--- config.mk ---
export PLATFORM = sky130hd
export DESIGN_NAME = lik_sqrt
export DESIGN_NICKNAME = d
export VERILOG_FILES = /design/src/rtl/lik_pkg.sv /design/src/rtl/lik_sqrt.sv
export SDC_FILE = /design/constraint.sdc
export NUM_CORES = 2
export LEC_CHECK = 0
export CAP_MARGIN = 25
export CORE_MARGIN = 2
export CORE_UTILIZATION = 43
export DETAILED_ROUTE_END_ITERATION = 12
export DONT_BUFFER_PORTS = 1
export SLEW_MARGIN = 30
export SYNTH_ARGS = -nofsm -noshare
export SYNTH_HDL_FRONTEND = slang
export SYNTH_SLANG_ARGS = --single-unit
export TNS_END_PERCENT = 100
--- constraint.sdc ---
create_clock -name clk -period 7.8 [get_ports clk]
set_input_delay 0.78 -clock clk [delete_from_list [all_inputs] [get_ports clk]]
set_output_delay 0.78 -clock clk [all_outputs]
set_load 0.01 [all_outputs]
--- src/rtl/lik_pkg.sv ---
// ----------------------------------------------------------------------------
// lik_pkg: shared types and constants for the leg inverse kinematics block
// Widths, stage counts, register codes and the CORDIC angle table.
// ----------------------------------------------------------------------------
package lik_pkg;

  // pipeline depths
  localparam int SQRT_STAGES  = 31;
  localparam int CORDIC_STEPS = 20;
  localparam int NORM_STAGES  = 3;
  localparam int CORDIC_LAT   = NORM_STAGES + CORDIC_STEPS + 1;

  // datapath widths
  localparam int ROOT_IN_W = 2 * SQRT_STAGES;  // radicand
  localparam int ROOT_W    = SQRT_STAGES;      // root
  localparam int XIN_W     = 33;               // signed x operand of atan2
  localparam int NORM_TOP  = 40;               // operands scaled up to 2^40
  localparam int NORM_W    = NORM_TOP + 1;
  localparam int CW        = 45;               // CORDIC x/y
  localparam int ZW        = 25;               // CORDIC angle accumulator
  localparam int ANG_W     = 24;               // 0..180 degrees, Q16

  localparam logic [ANG_W-1:0] DEG180_Q16 = 24'd11796480;
  localparam logic [ANG_W-1:0] DEG90_Q16  = 24'd5898240;
  localparam logic [ANG_W-1:0] HALF_Q16   = 24'd32768;
  localparam logic [7:0]       DEG_MAX    = 8'd180;

  // configuration registers
  localparam int CFG_IDX_W = 2;
  localparam int CFG_DATA_W = 10;
  localparam logic [CFG_IDX_W-1:0] REG_UPPER_LINK = 2'd0;
  localparam logic [CFG_IDX_W-1:0] REG_LOWER_LINK = 2'd1;
  localparam logic [CFG_IDX_W-1:0] REG_MIN_RADIUS = 2'd2;
  localparam logic [8:0] UPPER_LINK_RESET = 9'd60;
  localparam logic [8:0] LOWER_LINK_RESET = 9'd100;
  localparam logic [9:0] MIN_RADIUS_RESET = 10'd30;

  typedef struct packed {
    logic [2:0] leg;
    logic [7:0] rot;
    logic       imm;
  } side_t;

  // item context leaving the front end
  typedef struct packed {
    side_t              side;
    logic               okp;
    logic               reach;
    logic signed [10:0] h;
    logic [9:0]         rad;
    logic signed [22:0] x1;
    logic signed [22:0] x3;
  } mid_t;

  typedef struct packed {
    side_t side;
    logic  okp;
    logic  reach;
  } tail_t;

  typedef struct packed {
    logic [2:0] leg;
    logic [7:0] moving;
    logic [7:0] central;
    logic [7:0] rot;
    logic       imm;
    logic       ok;
    logic       reach;
  } res_t;

  // atan(2^-i) in degrees, Q16
  function automatic logic [ZW-1:0] atan_q16(input int step);
    logic [ZW-1:0] a;
    case (step)
      0:  a = 25'd2949120;
      1:  a = 25'd1740967;
      2:  a = 25'd919879;
      3:  a = 25'd466945;
      4:  a = 25'd234379;
      5:  a = 25'd117304;
      6:  a = 25'd58666;
      7:  a = 25'd29335;
      8:  a = 25'd14668;
      9:  a = 25'd7334;
      10: a = 25'd3667;
      11: a = 25'd1833;
      12: a = 25'd917;
      13: a = 25'd458;
      14: a = 25'd229;
      15: a = 25'd115;
      16: a = 25'd57;
      17: a = 25'd29;
      18: a = 25'd14;
      19: a = 25'd7;
      default: a = '0;
    endcase
    return a;
  endfunction

endpackage

--- src/rtl/lik_sqrt.sv ---
// ----------------------------------------------------------------------------
// lik_sqrt: pipelined integer square root
// Digit recurrence, one result bit per stage, truncating.
// ----------------------------------------------------------------------------
module lik_sqrt (
  input  logic                          clk,
  input  logic                          en,
  input  logic [lik_pkg::ROOT_IN_W-1:0] n,
  output logic [lik_pkg::ROOT_W-1:0]    root
);

  logic [lik_pkg::ROOT_IN_W-1:0] rem_q [lik_pkg::SQRT_STAGES];
  logic [lik_pkg::ROOT_IN_W-1:0] res_q [lik_pkg::SQRT_STAGES];

  for (genvar g = 0; g < lik_pkg::SQRT_STAGES; g++) begin : g_stage
    localparam logic [lik_pkg::ROOT_IN_W-1:0] BIT =
      lik_pkg::ROOT_IN_W'(1) << (lik_pkg::ROOT_IN_W - 2 - 2 * g);

    logic [lik_pkg::ROOT_IN_W-1:0] rem_in;
    logic [lik_pkg::ROOT_IN_W-1:0] res_in;
    logic [lik_pkg::ROOT_IN_W-1:0] trial;

    if (g == 0) begin : g_first
      assign rem_in = n;
      assign res_in = '0;
    end else begin : g_next
      assign rem_in = rem_q[g-1];
      assign res_in = res_q[g-1];
    end

    assign trial = res_in + BIT;

    always_ff @(posedge clk) begin
      if (en) begin
        if (rem_in >= trial) begin
          rem_q[g] <= rem_in - trial;
          res_q[g] <= (res_in >> 1) + BIT;
        end else begin
          rem_q[g] <= rem_in;
          res_q[g] <= res_in >> 1;
        end
      end
    end
  end

  assign root = res_q[lik_pkg::SQRT_STAGES-1][lik_pkg::ROOT_W-1:0];

endmodule

==> qor.csv <==
stage;metric;value;unit
status;status;completed;
synthesis;cells after synthesis;9408;
timing;Post-Route Hold Slack;0.0927;ns
place;Port Buffers;0;
pwr;overall power;38.2;mW
worst_setup_path;crit path launch type;register;
cells_and_area;fillcell total;23300;
die;Top-Level Pins;95;
grt;antenna violations before repair;4;
worst_setup_path;Worst EP arrival;4.92;ns
route;via total after detailed routing;75600;
pwr;power per cell area;297;mW/mm²
route;antenna viol nets, final;0;
cts;CTS sink count;2356;
timing;remaining max-slew budget at the tightest pin;36.4;%
flow_run;number of violations of the max-capacitance limit;0;
worst_setup_path;endpoint kind of the worst setup timing path;register;
timing;final-report setup violation count;0;
worst_setup_path;delay contributed by the slowest stage of the critical path;0.70;ns
synthesis;Synth Area in Simple Gates;13.5;%
cells_and_area;signed area change from the synthesized netlist to the final layout;11.8;%
pwr;Flop pwr share;46.2;%
route;routed wire length;307000;µm
cts;CTS H-tree lvls;5;
die;area enclosed by the die boundary;0.272;mm²
cts;clock network latency to the later pin of the worst-skew pair;0.90;ns
grt;number of global-route vias before repair;71900;
synthesis;leading register cell type out of synthesis;edfxtp_1;
cts;CTS clk-pin slew, worst paths;0.06;ns
timing;largest clock skew in the final design;0.0705;ns
cts;count of cells resized by post-cts repair;0;
place;HPWL after DPL;231000;µm
grt;wire length of the first global-routing pass;458000;µm
cts;Max Buffers Root-to-Sink;4;
route;first-pass iteration count of the detailed router;9;
cts;Post-CTS Hold Fix Bufs;60;
pwr;cell-internal power;26.6;mW
route;Via density;5.68;
cells_and_area;number of nets in the layout;10100;
timing;number of max-slew violations in the final report;0;
worst_setup_path;CP Class;reg2reg;
route;drt drc;0;
synthesis;area of the mapped netlist;0.115;mm²
worst_setup_path;slowest CP cell;nor4_1;
synthesis;number of flip-flops and latches in the synthesized netlist;2356;
cells_and_area;commonest non-fill, non-tap cells in the layout;edfxtp_1 (2356), nand2_1 (759), inv_1 (650), o21ai_0 (581), nor2_1 (545);
pwr;share of total power in combinational logic;20.7;%
die;initial cell density of the core;43.3;%
synthesis;fraction of registers with async set/reset;0;%
cells_and_area;most common library cell in the layout ignoring fill and taps;edfxtp_1;
worst_setup_path;CP bufs+invs;0;
worst_setup_path;critical path's most frequent cell;nor4_1;
pwr;leak pwr;47.4;nW
worst_setup_path;critical-path maximum fanout;53;
cts;TritonCTS Buffers;266;
grt;global route total overflow;0;
cts;TritonCTS clock tree;yes;
synthesis;post-synthesis average cell area;12.2;µm²
pwr;switching share of total power;30.4;%
die;Core ar.;0.266;mm²
route;DRT iter0 DRCs;8206;
cts;master cell of the clock root buffer;clkbuf_16;
pwr;clock network fraction of total power;33.2;%
worst_setup_path;required arrival time at the worst endpoint;8.38;ns
timing;Hold Vio Cnt, Final;0;
route;wire length per cell after detailed routing;23.1;µm
timing;Max Fclk;231;MHz
timing;setup ws final;3.46;ns
synthesis;compound-cell area share of the yosys netlist;9.49;%
cells_and_area;proportion of layout cells with a drive suffix above 1;6.12;%
synthesis;fraction of synthesized area in multiplexers;0.541;%
pwr;maximum VDD drop;0.192;mV
worst_setup_path;cell breakdown of the critical path;nor4_1, nand4_1, nor4_1, nor3_1, a41o_2, or2_1, nor3_4, nand2_1, xnor2_1;
timing;final worst path period need;4.34;ns
place;final weighted congestion in routability-driven placement;0.941;
worst_setup_path;CP top delay family;simple AND/OR/NAND/NOR gates;
synthesis;Cell variety after synth;102;
grt;total track usage;22.2;%
place;pre-CTS setup slack;3.41;ns
timing;actual slew at the worst max-slew pin;0.954;ns
min_path;type of the most critical hold path;in2reg;
synthesis;synthesized net count;9997;
synthesis;XOR/XNOR Fraction of Synth Area;6.31;%
grt;largest net degree at the start of global routing;161;
synthesis;warnings from Yosys;0;
timing;setup TNS after final layout;0;ns
die;number of placement rows;189;
cts;post-CTS setup-driven buffer insertion count;0;
synthesis;main combinational cell family by area after synthesis;simple AND/OR/NAND/NOR gates;
synthesis;adder-cell share of the synthesized area;5.71;%
die;Die X-Extent;521;µm
timing;period utilisation layout;55.6;%
pwr;switching power;11.6;mW
synthesis;number of enable-type register cells in the synthesized netlist;2356;
die;y dimension of the die;521;µm
synthesis;share of the yosys chip area belonging to registers;61.5;%
timing;setup repair after global routing missed its margin;no;
==> stage by stage <==
stage	util (%)	cell area (µm²)	instances
after global routing	48.4	129000	13300
after CTS	48.4	129000	13300
final	48.4	129000	13300
after detailed placement	44.8	119000	12800
after floorplan	-	115000	9408
after global placement	44.8	119000	12800
==> state kept, by name (all words and copies together), names as in the netlist <==
| signal | count |
|---|---|
| rem_q | 1860 |
| res_q | 496 |
==> logic make-up (layout without fill, tap and decap cells) <==
family                   Yosys count  count (layout)
buffers and inverters            885            1242
flip-flops                      2356            2356
XOR/XNOR                         829             829
AND/OR/NAND/NOR                 3000            3000
other                              0               7
multiplexers                      57              57
AO/OA/AOI/OAI                   1756            1756
adder cells (fa/ha/maj)          525             525
==> power by group through the flow <==
| stage | sequential, mW | clock, mW | combinational (mW) |
|---|---|---|---|
| after floorplan | 17.0 | 0 | 5.74 |
| after global placement | 17.9 | 0 | 7.65 |
| after detailed placement | 17.8 | 0 | 7.71 |
| after CTS | 17.6 | 13.0 | 7.80 |
| after global routing | 17.8 | 13.5 | 8.74 |
| final | 17.7 | 12.7 | 7.90 |
==> cells in the mapped netlist (104+ instances only) <==
| cell type | instances | area [µm²] |
|---|---|---|
| xor2_1 | 405 | 3550 |
| inv_1 | 650 | 2440 |
| o21ai_0 | 582 | 2910 |
| nand3_1 | 184 | 921 |
| ha_1 | 525 | 6570 |
| clkbuf_1 | 185 | 694 |
| nand4_1 | 169 | 1060 |
| nor3_1 | 268 | 1340 |
| nand2_1 | 759 | 2850 |
| nand2b_1 | 104 | 651 |
| xnor2_1 | 424 | 3710 |
| edfxtp_1 | 2356 | 70700 |
| a21o_1 | 211 | 1580 |
| nor4_1 | 359 | 2250 |
| a21oi_1 | 434 | 2170 |
| nor2_1 | 545 | 2050 |
==> area by class of cell <==
| type | instances | area [µm²] | area share (%) |
|---|---|---|---|
| Sequential cell | 2356 | 70700 | 55.0 |
| Antenna cell | 7 | 17.5 | 0.0136 |
| Timing Repair Buffer | 116 | 1170 | 0.912 |
| Clock inverter | 160 | 1800 | 1.40 |
| Multi-Input combinational cell | 6167 | 41100 | 31.9 |
| Tap cell | 3533 | 4420 | 3.43 |
| Inverter | 653 | 2450 | 1.90 |
| Clock buffer | 313 | 7050 | 5.47 |
==> per-layer routing <==
metal | track usage (%) | vias to the layer above | share of wire (%)
met5 | 0 | - | 0.0068
met4 | 5.94 | 4 | 2.8
met3 | 3.88 | 464 | 7.6
met2 | 33.5 | 2777 | 44
met1 | 32.8 | 36700 | 46
li1 | - | 35600 | -
==> path summary, 6_finish.rpt <==
kind / start / endpoint / slack, ns / cells past startpoint
worst max-delay path: rem_q[1][599] / rem_q[1][669] / 3.46 / 9
worst min-delay path: n[60] / rem_q[0][60] / 0.09 / 1
worst max register to register: rem_q[1][599] / rem_q[1][669] / 3.46 / 9
worst min register to register: rem_q[0][331] / rem_q[0][393] / 0.43 / 0
Note: power is estimated with default switching activity, not from simulation.
